[config.mk]
export PLATFORM = sky130hd
export DESIGN_NAME = cookie_pair_splitter_top
export DESIGN_NICKNAME = d
export VERILOG_FILES = /design/src/cps_pkg.sv /design/src/cookie_pair_splitter_top.sv /design/src/cps_scanner.sv /design/src/cps_out_buf.sv
export SDC_FILE = /design/constraint.sdc
export NUM_CORES = 1
export LEC_CHECK = 0
export CORE_MARGIN = 3
export CORE_UTILIZATION = 45
export DETAILED_ROUTE_END_ITERATION = 7
export DONT_BUFFER_PORTS = 1
export SETUP_SLACK_MARGIN = 0.02
export SLEW_MARGIN = 15
export SYNTH_ARGS = -nofsm -noshare
export SYNTH_HDL_FRONTEND = slang
export SYNTH_SLANG_ARGS = --single-unit
export TNS_END_PERCENT = 50
[constraint.sdc]
create_clock -name i_clk -period 18.87 [get_ports i_clk]
set_input_delay 2.8305 -clock i_clk [delete_from_list [all_inputs] [get_ports i_clk]]
set_output_delay 2.8305 -clock i_clk [all_outputs]
set_load 0.01 [all_outputs]
[src/cps_pkg.sv]
`timescale 1ns / 1ps

package cps_pkg;

    // longest string position tracked before the counter saturates
    localparam longint unsigned CPS_MAX_LEN = 64'd65535;

    localparam logic [7:0] CPS_MAX_PAIRS_RST = 8'd20;

    localparam logic [7:0] CPS_CH_SPACE = 8'h20;
    localparam logic [7:0] CPS_CH_TAB   = 8'h09;
    localparam logic [7:0] CPS_CH_EQ    = 8'h3d;
    localparam logic [7:0] CPS_CH_SEMI  = 8'h3b;

    typedef struct packed {
        logic        length_overflow;
        logic        string_done;
        logic [7:0]  pairs_so_far;
        logic [15:0] value_length;
        logic [15:0] value_offset;
        logic [15:0] name_length;
        logic [15:0] name_offset;
        logic        pair_valid;
    } t_cps_rec;

endpackage

[src/cookie_pair_splitter_top.sv]
`timescale 1ns / 1ps

// channel     | dir | tdata                     | tuser                        | tlast
// ------------+-----+---------------------------+------------------------------+------------
// s_axis      | in  | [7:0] char_in             | -                            | last_byte
// m_axis      | out | name/value offsets+lengths,| [0] pair_valid,             | string_done
//             |     | pairs_so_far (72 bits)    | [1] length_overflow          |
// cfg         | in  | i_cfg_wr_data = max_pairs | -                            | -
//
// one byte accepted every cycle while the output buffer has room; a record reaches m_axis
// from the byte that causes it via the input register, then the scanner into the output buffer
// the scanner state takes one step of compare and add per byte
// i_rst_n is synchronous; it clears the scan state, pipeline valids, max_pairs to 20
// a two-entry output buffer lets input keep flowing while a record waits on m_axis

module cookie_pair_splitter_top import cps_pkg::*; #(
    parameter longint unsigned MAX_LEN = CPS_MAX_LEN
) (
    input  logic        i_clk,
    input  logic        i_rst_n,
    input  logic        i_cfg_wr_en,
    input  logic [7:0]  i_cfg_wr_data,
    input  logic        i_s_axis_tvalid,
    output logic        o_s_axis_tready,
    input  logic [7:0]  i_s_axis_tdata,   // [7:0] char_in
    input  logic        i_s_axis_tlast,
    output logic        o_m_axis_tvalid,
    input  logic        i_m_axis_tready,
    // [15:0] name_offset, [31:16] name_length, [47:32] value_offset,
    // [63:48] value_length, [71:64] pairs_so_far
    output logic [71:0] o_m_axis_tdata,
    output logic [1:0]  o_m_axis_tuser,   // [0] pair_valid, [1] length_overflow
    output logic        o_m_axis_tlast
);

    logic       r_max_pairs;
    logic [7:0] r_max_pairs_q;
    logic       r_in_valid;
    logic [7:0] r_in_char;
    logic       r_in_last;

    logic       w_rec_valid;
    t_cps_rec   w_rec;
    logic       w_space;
    logic       w_advance;
    logic       w_take;
    t_cps_rec   w_out;

    assign w_advance       = r_in_valid & (w_space | ~w_rec_valid);
    assign o_s_axis_tready = ~r_in_valid | w_advance;
    assign w_take          = i_s_axis_tvalid & o_s_axis_tready;

    always_ff @(posedge i_clk) begin
        if (!i_rst_n) begin
            r_max_pairs   <= 1'b1;
            r_max_pairs_q <= CPS_MAX_PAIRS_RST;
        end else if (i_cfg_wr_en) begin
            r_max_pairs   <= 1'b0;
            r_max_pairs_q <= i_cfg_wr_data;
        end
    end

    always_ff @(posedge i_clk) begin
        if (!i_rst_n) begin
            r_in_valid <= 1'b0;
        end else if (w_take) begin
            r_in_valid <= 1'b1;
        end else if (w_advance) begin
            r_in_valid <= 1'b0;
        end
    end

    always_ff @(posedge i_clk) begin
        if (w_take) begin
            r_in_char <= i_s_axis_tdata;
            r_in_last <= i_s_axis_tlast;
        end
    end

    cps_scanner #(
        .MAX_LEN (MAX_LEN)
    ) u_scanner (
        .i_clk       (i_clk),
        .i_rst_n     (i_rst_n),
        .i_step      (w_advance),
        .i_char      (r_in_char),
        .i_last      (r_in_last),
        .i_max_pairs (r_max_pairs ? CPS_MAX_PAIRS_RST : r_max_pairs_q),
        .o_rec_valid (w_rec_valid),
        .o_rec       (w_rec)
    );

    cps_out_buf u_out_buf (
        .i_clk   (i_clk),
        .i_rst_n (i_rst_n),
        .i_push  (w_advance & w_rec_valid),
        .i_rec   (w_rec),
        .o_space (w_space),
        .o_valid (o_m_axis_tvalid),
        .i_ready (i_m_axis_tready),
        .o_rec   (w_out)
    );

    assign o_m_axis_tdata = {w_out.pairs_so_far, w_out.value_length, w_out.value_offset,
                             w_out.name_length, w_out.name_offset};
    assign o_m_axis_tuser = {w_out.length_overflow, w_out.pair_valid};
    assign o_m_axis_tlast = w_out.string_done;

endmodule

[src/cps_scanner.sv]
`timescale 1ns / 1ps

module cps_scanner import cps_pkg::*; #(
    parameter longint unsigned MAX_LEN = CPS_MAX_LEN
) (
    input  logic       i_clk,
    input  logic       i_rst_n,
    input  logic       i_step,
    input  logic [7:0] i_char,
    input  logic       i_last,
    input  logic [7:0] i_max_pairs,
    output logic       o_rec_valid,
    output t_cps_rec   o_rec
);

    localparam int POS_W = $clog2(MAX_LEN + 64'd1);
    localparam int SUM_W = POS_W + 1;
    localparam logic [POS_W-1:0] POS_LAST = POS_W'(MAX_LEN);

    typedef enum logic [1:0] {
        PH_SKIP,
        PH_NAME,
        PH_VALUE
    } t_phase;

    t_phase           r_phase, n_phase;
    logic [POS_W-1:0] r_pos, n_pos;
    logic [POS_W-1:0] r_name_begin, n_name_begin;
    logic [POS_W-1:0] r_name_size, n_name_size;
    logic [POS_W-1:0] r_value_begin, n_value_begin;
    logic [7:0]       r_pair_total, n_pair_total;
    logic             r_ovf, n_ovf;

    t_phase           w_phase_eff;
    logic [POS_W-1:0] w_nb;
    logic [POS_W-1:0] w_pos_sat;
    logic [SUM_W-1:0] w_cur, w_cur_inc;
    logic [SUM_W-1:0] w_no, w_nl, w_vo, w_vl;
    logic             w_emit;
    logic             w_ovf;
    logic [7:0]       w_total;

    function automatic logic [SUM_W-1:0] span(input logic [SUM_W-1:0] from,
                                              input logic [SUM_W-1:0] to);
        return (to > from) ? (to - from) : '0;
    endfunction

    always_comb begin
        n_phase       = r_phase;
        n_pos         = r_pos;
        n_name_begin  = r_name_begin;
        n_name_size   = r_name_size;
        n_value_begin = r_value_begin;
        n_pair_total  = r_pair_total;
        n_ovf         = r_ovf;

        w_phase_eff = r_phase;
        w_nb        = r_name_begin;
        w_emit      = 1'b0;
        w_no        = '0;
        w_nl        = '0;
        w_vo        = '0;
        w_vl        = '0;

        w_cur     = {1'b0, r_pos};
        w_cur_inc = w_cur + 1'b1;
        w_pos_sat = (r_pos == POS_LAST) ? r_pos : (r_pos + 1'b1);
        w_ovf     = r_ovf | (r_pos == POS_LAST);

        if (r_pair_total < i_max_pairs) begin
            if (r_phase == PH_SKIP && i_char != CPS_CH_SPACE && i_char != CPS_CH_TAB) begin
                w_nb         = r_pos;
                w_phase_eff  = PH_NAME;
                n_name_begin = r_pos;
                n_phase      = PH_NAME;
            end
            if (w_phase_eff == PH_NAME) begin
                if (i_char == CPS_CH_EQ) begin
                    n_name_size   = POS_W'(span({1'b0, w_nb}, w_cur));
                    n_value_begin = w_pos_sat;
                    n_phase       = PH_VALUE;
                    if (i_last) begin
                        // value opens on the final byte, so it is empty
                        w_emit = 1'b1;
                        w_no   = {1'b0, w_nb};
                        w_nl   = span({1'b0, w_nb}, w_cur);
                        w_vo   = w_cur_inc;
                    end
                end else if (i_char == CPS_CH_SEMI) begin
                    w_emit  = 1'b1;
                    w_no    = {1'b0, w_nb};
                    w_nl    = span({1'b0, w_nb}, w_cur);
                    w_vo    = w_cur;
                    n_phase = PH_SKIP;
                end
            end else if (w_phase_eff == PH_VALUE) begin
                if (i_char == CPS_CH_SEMI) begin
                    w_emit  = 1'b1;
                    w_no    = {1'b0, r_name_begin};
                    w_nl    = {1'b0, r_name_size};
                    w_vo    = {1'b0, r_value_begin};
                    w_vl    = span({1'b0, r_value_begin}, w_cur);
                    n_phase = PH_SKIP;
                end else if (i_last) begin
                    w_emit = 1'b1;
                    w_no   = {1'b0, r_name_begin};
                    w_nl   = {1'b0, r_name_size};
                    w_vo   = {1'b0, r_value_begin};
                    w_vl   = span({1'b0, r_value_begin}, w_cur_inc);
                end
            end
            if (w_emit) begin
                n_pair_total = r_pair_total + 1'b1;
            end
        end

        w_total = n_pair_total;
        n_pos   = w_pos_sat;
        n_ovf   = w_ovf;

        if (i_last) begin
            n_phase       = PH_SKIP;
            n_pos         = '0;
            n_name_begin  = '0;
            n_name_size   = '0;
            n_value_begin = '0;
            n_pair_total  = '0;
            n_ovf         = 1'b0;
        end
    end

    always_comb begin
        o_rec_valid           = w_emit | i_last;
        o_rec.pair_valid      = w_emit;
        o_rec.name_offset     = 16'(w_no);
        o_rec.name_length     = 16'(w_nl);
        o_rec.value_offset    = 16'(w_vo);
        o_rec.value_length    = 16'(w_vl);
        o_rec.pairs_so_far    = w_total;
        o_rec.string_done     = i_last;
        o_rec.length_overflow = w_ovf;
    end

    always_ff @(posedge i_clk) begin
        if (!i_rst_n) begin
            r_phase       <= PH_SKIP;
            r_pos         <= '0;
            r_name_begin  <= '0;
            r_name_size   <= '0;
            r_value_begin <= '0;
            r_pair_total  <= '0;
            r_ovf         <= 1'b0;
        end else if (i_step) begin
            r_phase       <= n_phase;
            r_pos         <= n_pos;
            r_name_begin  <= n_name_begin;
            r_name_size   <= n_name_size;
            r_value_begin <= n_value_begin;
            r_pair_total  <= n_pair_total;
            r_ovf         <= n_ovf;
        end
    end

endmodule

[src/cps_out_buf.sv]
`timescale 1ns / 1ps

module cps_out_buf import cps_pkg::*; (
    input  logic     i_clk,
    input  logic     i_rst_n,
    input  logic     i_push,
    input  t_cps_rec i_rec,
    output logic     o_space,
    output logic     o_valid,
    input  logic     i_ready,
    output t_cps_rec o_rec
);

    logic     r_main_valid;
    logic     r_skid_valid;
    t_cps_rec r_main;
    t_cps_rec r_skid;
    logic     w_pop;

    assign w_pop   = r_main_valid & i_ready;
    assign o_space = ~r_skid_valid;
    assign o_valid = r_main_valid;
    assign o_rec   = r_main;

    always_ff @(posedge i_clk) begin
        if (!i_rst_n) begin
            r_main_valid <= 1'b0;
            r_skid_valid <= 1'b0;
        end else begin
            if (w_pop && r_skid_valid) begin
                r_main_valid <= 1'b1;
                r_skid_valid <= 1'b0;
            end else if (w_pop) begin
                r_main_valid <= i_push;
            end else if (i_push) begin
                if (!r_main_valid) begin
                    r_main_valid <= 1'b1;
                end else begin
                    r_skid_valid <= 1'b1;
                end
            end
        end
    end

    // payload path, no reset needed
    always_ff @(posedge i_clk) begin
        if (w_pop && r_skid_valid) begin
            r_main <= r_skid;
        end else if (w_pop || (i_push && !r_main_valid)) begin
            r_main <= i_rec;
        end else if (i_push) begin
            r_skid <= i_rec;
        end
    end

endmodule

==> impl_table.tex, run 1 <==
\begin{tabular}{lr}
\hline
Metric & Value \\
\hline
\multicolumn{2}{l}{\textbf{GRT}} \\
\quad Residual overflow from global routing & 0 \\
\quad Wire length of the first global-routing pass & 58.65 mm \\
\quad Largest net degree at the start of global routing & 82 \\
\quad Initial antenna violation count & 0 \\
\quad Total global-route track usage & 0.2213 \\
\quad Via count of the first global-routing pass & 10,103 \\
\multicolumn{2}{l}{\textbf{Power}} \\
\quad VDD IR-drop max & 0.07079 mV \\
\quad Cell Pwr Density & 80.52 nW/um\^{}2 \\
\quad Power spent charging and discharging nets & 0.2804 mW \\
\quad Total Power Consumption & 1.212 mW \\
\quad Share of power burned in the clock network & 0.472 \\
\quad Logic pwr share & 0.044 \\
\quad Leakage power & 5.600 nW \\
\quad Net switching fraction of the power & 0.2313 \\
\quad Share of power burned in registers & 0.484 \\
\quad Cell-internal power & 0.9320 mW \\
\multicolumn{2}{l}{\textbf{Timing}} \\
\quad Sum of negative setup slack & 0 ns \\
\quad Final setup violating endpoints & 0 \\
\quad Timing-limited maximum frequency & 0.1559 GHz \\
\quad Worst setup margin & 12.46 ns \\
\quad Period utilization & 0.3399 \\
\quad Clock period minus final worst setup slack & 6.413 ns \\
\quad RSZ-0062 raised after global routing & no \\
\quad Tightest Pin Transition & 1.112 ns \\
\quad Relative slew margins & 0.2589 \\
\quad Count of final max-slew check failures & 0 \\
\quad Total count of hold-check failures in the final report & 0 \\
\quad Maximum clock skew at final layout & 0.01352 ns \\
\multicolumn{2}{l}{\textbf{Yosys}} \\
\quad Number of nets produced by synthesis & 1,544 \\
\quad Most numerous cell in the Yosys netlist & sky130\_fd\_sc\_hd\_\_nand2\_1 \\
\quad Mean instance size in the synthesized netlist & 9.423 sq um \\
\quad Most used standard cells in the synthesized netlist & sky130\_fd\_sc\_hd\_\_nand2\_1, sky130\_fd\_sc\_hd\_\_edfxtp\_1, sky130\_fd\_sc\_hd\_\_nor2\_1 \\
\quad Synthesis-stage register bit count & 246 \\
\quad Cell type with the highest aggregate area in the netlist & sky130\_fd\_sc\_hd\_\_edfxtp\_1 \\
\quad Cells after Synth & 1,462 \\
\quad Cell area after technology mapping & 13,780 sq um \\
\quad Largest cells by area after synthesis & sky130\_fd\_sc\_hd\_\_edfxtp\_1, sky130\_fd\_sc\_hd\_\_dfxtp\_1, sky130\_fd\_sc\_hd\_\_ha\_1, sky130\_fd\_sc\_hd\_\_nand2\_1, sky130\_fd\_sc\_hd\_\_a21oi\_1 \\
\quad Async set or reset register ratio after synthesis & 0 \\
\quad Most used DFF post-synth & sky130\_fd\_sc\_hd\_\_edfxtp\_1 \\
\quad Yosys synthesis warning count & 0 \\
\quad EDFF count, synth & 159 \\
\quad Area share of the largest cell type after synthesis & 0.3466 \\
\quad Sequential fraction of the synthesis area & 0.4730 \\
\quad Number of distinct library cells after synthesis & 77 \\
\multicolumn{2}{l}{\textbf{Clock network}} \\
\quad H-tree lvl count & 1 \\
\quad Number of buffers inserted by post-CTS setup repair & 0 \\
\quad CTS Root Cell & sky130\_fd\_sc\_hd\_\_clkbuf\_16 \\
\quad Maximum buffer depth of the clock tree & 3 \\
\quad Post\_cts resized & 0 \\
\quad CTS Buf Count & 28 \\
\quad Number of buffers inserted for hold repair after clock tree synthesis & 0 \\
\quad Worst-skew pair later-pin latency & 0.56 ns \\
\quad Sinks on the clock net & 246 \\
\quad TritonCTS clock tree & done \\
\quad Clock-pin slew of the registers on the worst-case setup and hold paths & 0.06 ns \\
\multicolumn{2}{l}{\textbf{Setup path}} \\
\quad Req. time, crit path & 16.04 ns \\
\quad Type of destination of the critical path & output port \\
\quad Worst Path Class, Setup & reg -> out \\
\quad Cell count of the worst reg-to-reg path & 13 \\
\quad Data arrival time of the critical path & 3.58 ns \\
\quad Startpoint class of the critical path & flip-flop \\
\quad Max Fanout on Critical Path & 30 \\
\multicolumn{2}{l}{\textbf{Detailed routing}} \\
\quad Total routed wirelength & 37.22 mm \\
\quad Routed vias/inst & 5.829 \\
\quad Number of nets still failing antenna checks after routing & 0 \\
\quad Vias & 10,708 \\
\quad Per-cell routed wire length & 20.26 um \\
\quad Detailed Routing Iterations Pass 1 & 5 \\
\quad Number of DRC violations after detailed routing & 0 \\
\quad Number of DRC markers after the initial detailed-route iteration & 873 \\
\multicolumn{2}{l}{\textbf{Die}} \\
\quad Total number of placement rows & 63 \\
\quad Initial core utilization & 0.4611 \\
\quad Boundary pin count & 99 \\
\quad DIE AREA & 32,750 sq um \\
\quad Floorplan Core Area & 29,870 sq um \\
\quad Vert. Die Dim & 181.0 um \\
\quad Die span in x & 181.0 um \\
\multicolumn{2}{l}{\textbf{Placed design}} \\
\quad Detailed-placement wirelength estimate & 25.99 mm \\
\quad Placer congestion estimate & 0.9853 \\
\quad Post-Place Setup Slack & 13.03 ns \\
\quad IO Port Bufs & 0 \\
\multicolumn{2}{l}{\textbf{Cells and area}} \\
\quad Share of post-route cells with drive strength above 1 & 0.07395 \\
\quad Fill cell count & 2,807 \\
\quad Area growth from synthesis to final layout & 9.300\% \\
\quad Finished Core Util & 0.5040 \\
\quad Antenna Diode Count & 0 \\
\quad Number of nets at the end of the flow & 1,507 \\
\multicolumn{2}{l}{\textbf{Run}} \\
\quad Maximum Capacitance Violations & 0 \\
\multicolumn{2}{l}{\textbf{Outcome}} \\
\quad Result of the run & completed \\
\multicolumn{2}{l}{\textbf{Worst hold path}} \\
\quad Worst min path class & reg -> reg \\
\quad Worst hold stages & 2 \\
\hline
\end{tabular}
==> layout make-up <==
type                    instances  area [sq um]  share of cell area
flip-flops and latches        246          6516              0.4328
multi-input cells            1080          6768              0.4495
clock inverters                20         244.0             0.01620
clock buffers                  32         725.7             0.04820
well taps                     390         488.0             0.03241
repair buffers                 15         112.6            0.007479
inverters                      54         202.7             0.01346
==> through the flow <==
stage	hold WS, ns	cell area (sq um)	cells
2_1_floorplan	0.4244	13780	1462
3_3_place_gp	0.4345	14090	1785
3_5_place_dp	0.4435	14090	1785
4_1_cts	0.4574	15060	1837
5_1_grt	0.4766	15060	1837
6_report	0.4572	15060	1837
==> logic make-up after synthesis <==
| logic type | synth area share |
|---|---|
| XOR/XNOR | 0.03942 |
| buffers and inverters | 0.03915 |
| flip-flops | 0.4730 |
| AO/OA/AOI/OAI | 0.1885 |
| AND/OR/NAND/NOR | 0.1738 |
| adder cells (fa/ha/maj) | 0.05613 |
| multiplexers | 0.03006 |
==> registers in the layout (all words and copies together) (netlist names) <==
register                 cells
r_max_pairs                  1
r_in_char                    8
u_scanner.r_ovf              1
u_out_buf.r_skid_valid       1
u_scanner.r_value_begin     16
r_max_pairs_q                8
u_scanner.r_name_begin      16
u_scanner.r_name_size       16
u_scanner.r_pos             16
u_out_buf.r_skid            75
u_scanner.r_pair_total       8
u_out_buf.o_rec             75
r_in_last                    1
u_scanner.r_phase            2
u_out_buf.o_valid            1
r_in_valid                   1
==> placed cells by master, fill, tap and decap left out, types with 22 or more instances in the layout <==
| cell | synthesis | final |
|---|---|---|
| sky130_fd_sc_hd__nor2b_1 | 33 | 33 |
| sky130_fd_sc_hd__clkbuf_16 | 0 | 28 |
| sky130_fd_sc_hd__nor2_1 | 144 | 144 |
| sky130_fd_sc_hd__o31ai_1 | 37 | 37 |
| sky130_fd_sc_hd__inv_1 | 52 | 52 |
| sky130_fd_sc_hd__dfxtp_1 | 87 | 87 |
| sky130_fd_sc_hd__a21boi_1 | 23 | 22 |
| sky130_fd_sc_hd__and2_1 | 31 | 31 |
| sky130_fd_sc_hd__o21ai_0 | 77 | 76 |
| sky130_fd_sc_hd__xnor2_1 | 46 | 46 |
| sky130_fd_sc_hd__nand3_1 | 28 | 28 |
| sky130_fd_sc_hd__edfxtp_1 | 159 | 159 |
| sky130_fd_sc_hd__ha_1 | 57 | 57 |
| sky130_fd_sc_hd__a21oi_1 | 118 | 117 |
| sky130_fd_sc_hd__nand2_1 | 183 | 183 |
==> worst max-delay path: stages (launching register included) <==
cell                       delay, ns
sky130_fd_sc_hd__edfxtp_1       0.36
sky130_fd_sc_hd__or2_2          0.35
sky130_fd_sc_hd__or3_1          0.60
sky130_fd_sc_hd__a21boi_4       0.85
sky130_fd_sc_hd__o21ai_1        0.39
sky130_fd_sc_hd__inv_2          0.24
sky130_fd_sc_hd__o211ai_1       0.21
==> power groups by stage <==
stage | sequential, mW | clock, mW | combinational, mW
3_3_place_gp | 0.598 | 0 | 0.0525
5_1_grt | 0.588 | 0.607 | 0.0584
4_1_cts | 0.587 | 0.584 | 0.0531
2_1_floorplan | 0.598 | 0 | 0.0408
3_5_place_dp | 0.598 | 0 | 0.0527
6_report | 0.587 | 0.572 | 0.0532
==> worst paths after layout <==
kind / startpoint / end / slack (ns)
worst min register to register: u_scanner.r_name_size[4]$_SDFFE_PN0P_ / u_scanner.r_name_size[4]$_SDFFE_PN0P_ / 0.46
worst max register to register: r_in_char[0]$_DFFE_PP_ / u_out_buf.o_rec[27]$_DFFE_PP_ / 13.38
worst max-delay path: r_in_char[7]$_DFFE_PP_ / o_s_axis_tready / 12.46
worst min-delay path: u_scanner.r_name_size[4]$_SDFFE_PN0P_ / u_scanner.r_name_size[4]$_SDFFE_PN0P_ / 0.46
==> layer usage <==
layer,share of wire,up-vias,GRT usage
li1,-,5215,-
met4,0.022,0,0.05759
met3,0.064,57,0.03866
met5,0,-,0
met2,0.42,348,0.3241
met1,0.49,5088,0.3387
No activity file was read; power rests on OpenSTA's default activity.
==> run 2: changes to the inputs <==
--- a/config.mk
+++ b/config.mk
@@ -5,6 +5,7 @@
 export SDC_FILE = /design/constraint.sdc
 export NUM_CORES = 1
 export LEC_CHECK = 0
+export ABC_AREA = 1
 export CORE_MARGIN = 3
 export CORE_UTILIZATION = 45
 export DETAILED_ROUTE_END_ITERATION = 7
==> constraint.sdc (replaced) <==
create_clock -name i_clk -period 6.24 [get_ports i_clk]
set_input_delay 0.936 -clock i_clk [delete_from_list [all_inputs] [get_ports i_clk]]
set_output_delay 0.936 -clock i_clk [all_outputs]
set_load 0.01 [all_outputs]
==> impl_table.tex, run 2 <==
\begin{tabular}{lr}
\hline
Metric & Value \\
\hline
\multicolumn{2}{l}{\textbf{GRT}} \\
\quad Wire length of the first global-routing pass & 62.12 mm (+5.9\%) \\
\quad Initial antenna violation count & 0 (unchanged) \\
\quad Total global-route track usage & 0.2257 (+0.004435) \\
\quad Via count of the first global-routing pass & 11,226 (+11\%) \\
\quad Largest net degree at the start of global routing & 78 (-4.9\%) \\
\quad Residual overflow from global routing & 0 (unchanged) \\
\multicolumn{2}{l}{\textbf{Setup path}} \\
\quad Most prevalent standard cell on the critical path & sky130\_fd\_sc\_hd\_\_nand2\_8 \\
\quad Ordered cell list for the critical path & nand2\_1 -> nor2\_4 -> nand2\_1 -> inv\_1 -> o21ai\_2 -> nand2\_4 -> nand2\_8 -> nand2\_8 -> nand2\_8 -> nand2\_8 -> inv\_4 -> nand3\_1 -> inv\_2 -> buf\_4 \\
\quad Critical Path Max Stage Delay & 0.74 ns (-0.11 ns) \\
\quad Type of destination of the critical path & flip-flop \\
\quad Internal reg-to-reg setup slack & 1.39 ns (-11.99 ns) \\
\quad Worst Path Class, Setup & reg -> reg \\
\quad Slowest stage cell, crit path & sky130\_fd\_sc\_hd\_\_inv\_2 \\
\quad Max Fanout on Critical Path & 43 (+43\%) \\
\quad Startpoint class of the critical path & flip-flop \\
\quad Launching instance or port of the critical path & r\_in\_char[5]\$\_DFFE\_PP\_ \\
\quad Cell count of the worst reg-to-reg path & 14 (+1) \\
\quad Req. time, crit path & 6.43 ns (-9.61 ns) \\
\quad Data arrival time of the critical path & 5.03 ns (+1.45 ns) \\
\quad Worst R2R Start & r\_in\_char[5]\$\_DFFE\_PP\_ \\
\multicolumn{2}{l}{\textbf{Placed design}} \\
\quad Post-Place Setup Slack & 1.448 ns (-11.58 ns) \\
\quad Detailed-placement wirelength estimate & 27.37 mm (+5.3\%) \\
\quad Area after detailed placement & 14,680 sq um (+4.2\%) \\
\quad Placer congestion estimate & 0.9324 (-5.4\%) \\
\quad IO Port Bufs & 0 (unchanged) \\
\multicolumn{2}{l}{\textbf{Die}} \\
\quad Total number of placement rows & 64 (+1.6\%) \\
\quad Die span in x & 184.9 um (+2.2\%) \\
\quad Vert. Die Dim & 184.9 um (+2.2\%) \\
\quad Boundary pin count & 99 (unchanged) \\
\quad Floorplan Core Area & 31,070 sq um (+4.0\%) \\
\quad DIE AREA & 34,180 sq um (+4.4\%) \\
\quad Initial core utilization & 0.4634 (+0.002281) \\
\multicolumn{2}{l}{\textbf{Yosys}} \\
\quad Cells after Synth & 1,847 (+26\%) \\
\quad Cell area after technology mapping & 14,400 sq um (+4.5\%) \\
\quad Area share of the largest cell type after synthesis & 0.3316 (-0.01497) \\
\quad Synthesis-stage register bit count & 246 (unchanged) \\
\quad Most used DFF post-synth & sky130\_fd\_sc\_hd\_\_edfxtp\_1 \\
\quad EDFF count, synth & 159 (unchanged) \\
\quad Most used standard cells in the synthesized netlist & sky130\_fd\_sc\_hd\_\_nand2\_1, sky130\_fd\_sc\_hd\_\_nor2\_1, sky130\_fd\_sc\_hd\_\_a21oi\_1 \\
\quad Number of distinct library cells after synthesis & 53 (-31\%) \\
\quad Async set or reset register ratio after synthesis & 0 (unchanged) \\
\quad Largest cells by area after synthesis & sky130\_fd\_sc\_hd\_\_edfxtp\_1, sky130\_fd\_sc\_hd\_\_nand2\_1, sky130\_fd\_sc\_hd\_\_dfxtp\_1, sky130\_fd\_sc\_hd\_\_nor2\_1, sky130\_fd\_sc\_hd\_\_a21oi\_1 \\
\quad Number of nets produced by synthesis & 1,929 (+25\%) \\
\quad Cell type with the highest aggregate area in the netlist & sky130\_fd\_sc\_hd\_\_edfxtp\_1 \\
\quad Sequential fraction of the synthesis area & 0.4526 (-0.02043) \\
\quad Mean instance size in the synthesized netlist & 7.795 sq um (-17\%) \\
\quad Most numerous cell in the Yosys netlist & sky130\_fd\_sc\_hd\_\_nand2\_1 \\
\quad Yosys synthesis warning count & 0 (unchanged) \\
\multicolumn{2}{l}{\textbf{Clock network}} \\
\quad Number of buffers inserted for hold repair after clock tree synthesis & 0 (unchanged) \\
\quad CTS Root Cell & sky130\_fd\_sc\_hd\_\_clkbuf\_16 \\
\quad Post\_cts resized & 0 (unchanged) \\
\quad CTS Buf Count & 29 (+3.6\%) \\
\quad Maximum buffer depth of the clock tree & 3 (unchanged) \\
\quad H-tree lvl count & 1 (unchanged) \\
\quad Worst-skew pair later-pin latency & 0.56 ns (about the same) \\
\quad Clock-pin slew of the registers on the worst-case setup and hold paths & 0.05 ns (about the same) \\
\quad Number of buffers inserted by post-CTS setup repair & 0 (unchanged) \\
\quad TritonCTS clock tree & done \\
\quad Sinks on the clock net & 246 (unchanged) \\
\multicolumn{2}{l}{\textbf{Worst hold path}} \\
\quad Worst hold stages & 2 (unchanged) \\
\quad Worst min path class & reg -> reg \\
\quad Origin of the worst min-delay path & u\_scanner.r\_ovf\$\_SDFFE\_PN0P\_ \\
\multicolumn{2}{l}{\textbf{Timing}} \\
\quad Relative slew margins & 0.3123 (+0.05336) \\
\quad Timing-limited maximum frequency & 0.2062 GHz \\
\quad Period utilization & 0.7770 \\
\quad Final Hold Slack & 0.4580 ns (+0.0007990 ns) \\
\quad Maximum clock skew at final layout & 0.02747 ns (+0.01395 ns) \\
\quad Count of final max-slew check failures & 0 (unchanged) \\
\quad Sum of negative setup slack & 0 ns (unchanged) \\
\quad Total count of hold-check failures in the final report & 0 (unchanged) \\
\quad Tightest Pin Transition & 1.032 ns (-0.08004 ns) \\
\quad Final setup violating endpoints & 0 (unchanged) \\
\quad Worst setup margin & 1.391 ns (-11.07 ns) \\
\quad Clock period minus final worst setup slack & 4.849 ns \\
\quad RSZ-0062 raised after global routing & no \\
\multicolumn{2}{l}{\textbf{Power}} \\
\quad Cell Pwr Density & 266.4 nW/um\^{}2 (+230\%) \\
\quad VDD IR-drop max & 0.2425 mV (+240\%) \\
\quad Share of power burned in registers & 0.438 (-0.046) \\
\quad Share of power burned in the clock network & 0.385 (-0.087) \\
\quad Logic pwr share & 0.177 (+0.133) \\
\quad Net switching fraction of the power & 0.2880 (+0.05678) \\
\quad Leakage power & 6.931 nW (+24\%) \\
\quad Power spent charging and discharging nets & 1.196 mW (+330\%) \\
\quad Cell-internal power & 2.957 mW (+220\%) \\
\multicolumn{2}{l}{\textbf{Detailed routing}} \\
\quad Number of nets still failing antenna checks after routing & 0 (unchanged) \\
\quad Total routed wirelength & 38.44 mm (+3.3\%) \\
\quad Routed vias/inst & 5.350 (-8.2\%) \\
\quad Number of DRC violations after detailed routing & 0 (unchanged) \\
\quad Per-cell routed wire length & 17.18 um (-15\%) \\
\quad Detailed Routing Iterations Pass 1 & 5 (unchanged) \\
\quad Vias & 11,969 (+12\%) \\
\quad Number of DRC markers after the initial detailed-route iteration & 938 (+7.4\%) \\
\multicolumn{2}{l}{\textbf{Cells and area}} \\
\quad Antenna Diode Count & 0 (unchanged) \\
\quad Multi-input combinational cell area & 6950 sq um (+2.7\%) \\
\quad Fill cell count & 3,080 (+9.7\%) \\
\quad Finished layout cell area & 15,590 sq um (+3.5\%) \\
\quad Leading cell type in the layout, fill and taps excluded & sky130\_fd\_sc\_hd\_\_nand2\_1 \\
\quad Number of nets at the end of the flow & 1,900 (+26\%) \\
\quad Commonest non-fill, non-tap cells in the layout & sky130\_fd\_sc\_hd\_\_nand2\_1, sky130\_fd\_sc\_hd\_\_nor2\_1, sky130\_fd\_sc\_hd\_\_a21oi\_1 \\
\quad Area occupied by registers & 6516 sq um (unchanged) \\
\quad Area growth from synthesis to final layout & 8.273\% \\
\quad Share of post-route cells with drive strength above 1 & 0.06084 (-0.01311) \\
\quad Finished Core Util & 0.5017 (-0.002268) \\
\multicolumn{2}{l}{\textbf{Outcome}} \\
\quad Result of the run & completed \\
\multicolumn{2}{l}{\textbf{Run}} \\
\quad Maximum Capacitance Violations & 0 (unchanged) \\
\hline
\end{tabular}
[run 2: worst max-delay path, delay by kind of cell, from the launching register on]
family	cells	cell delay [ns]
and+or+nand+nor	9	1.56
AOI/OAI and AO/OA	1	0.47
DFF	1	0.40
buffers and inverters	4	1.98
[run 2: path summary, 6_finish.rpt]
check                              endpoint
max          u_out_buf.r_skid[37]$_DFFE_PP_
min reg2reg    u_scanner.r_ovf$_SDFFE_PN0P_
min            u_scanner.r_ovf$_SDFFE_PN0P_
max reg2reg  u_out_buf.r_skid[37]$_DFFE_PP_
[run 2: area by class of cell]
class                   instances  share of cell area
multi-input cells            1362              0.4459
repair buffers                  9            0.004334
well taps                     396             0.03178
clock inverters                10            0.005699
inverters                     170             0.04150
flip-flops and latches        246              0.4180
clock buffers                  44             0.05281
[run 2: cells by family (layout without fill, tap and decap cells)]
family	count (synthesis)	in the layout	synth area share
XOR/XNOR	39	39	0.02372
flip-flops	246	246	0.4526
adder cells (fa/ha/maj)	60	60	0.05371
AND/OR/NAND/NOR	945	945	0.2779
buffers and inverters	239	233	0.06596
AO/OA/AOI/OAI	318	318	0.1261
[run 2: power groups by stage]
| stage | clock network (mW) | logic, mW | registers, mW |
|---|---|---|---|
| finish | 1.60 | 0.736 | 1.82 |
| global placement | 0 | 0.723 | 1.85 |
| detailed placement | 0 | 0.723 | 1.85 |
| CTS | 1.63 | 0.728 | 1.82 |
| floorplan | 0 | 0.555 | 1.84 |
| global route | 1.71 | 0.833 | 1.82 |
[run 2: metrics by stage]
step                      total power [mW]  std cells
after global placement               2.575       2183
after floorplan                      2.397       1847
after CTS                            4.180       2237
final                                4.153       2237
after global routing                 4.363       2237
after detailed placement             2.576       2183
[run 2: layer usage]
metal | up-vias | wire [um] | track usage
met5 | - | 0 | 0
met1 | 5516 | 18570 | 0.3364
li1 | 6038 | - | -
met3 | 54 | 2227 | 0.03005
met2 | 361 | 16750 | 0.3480
met4 | 0 | 888 | 0.05672
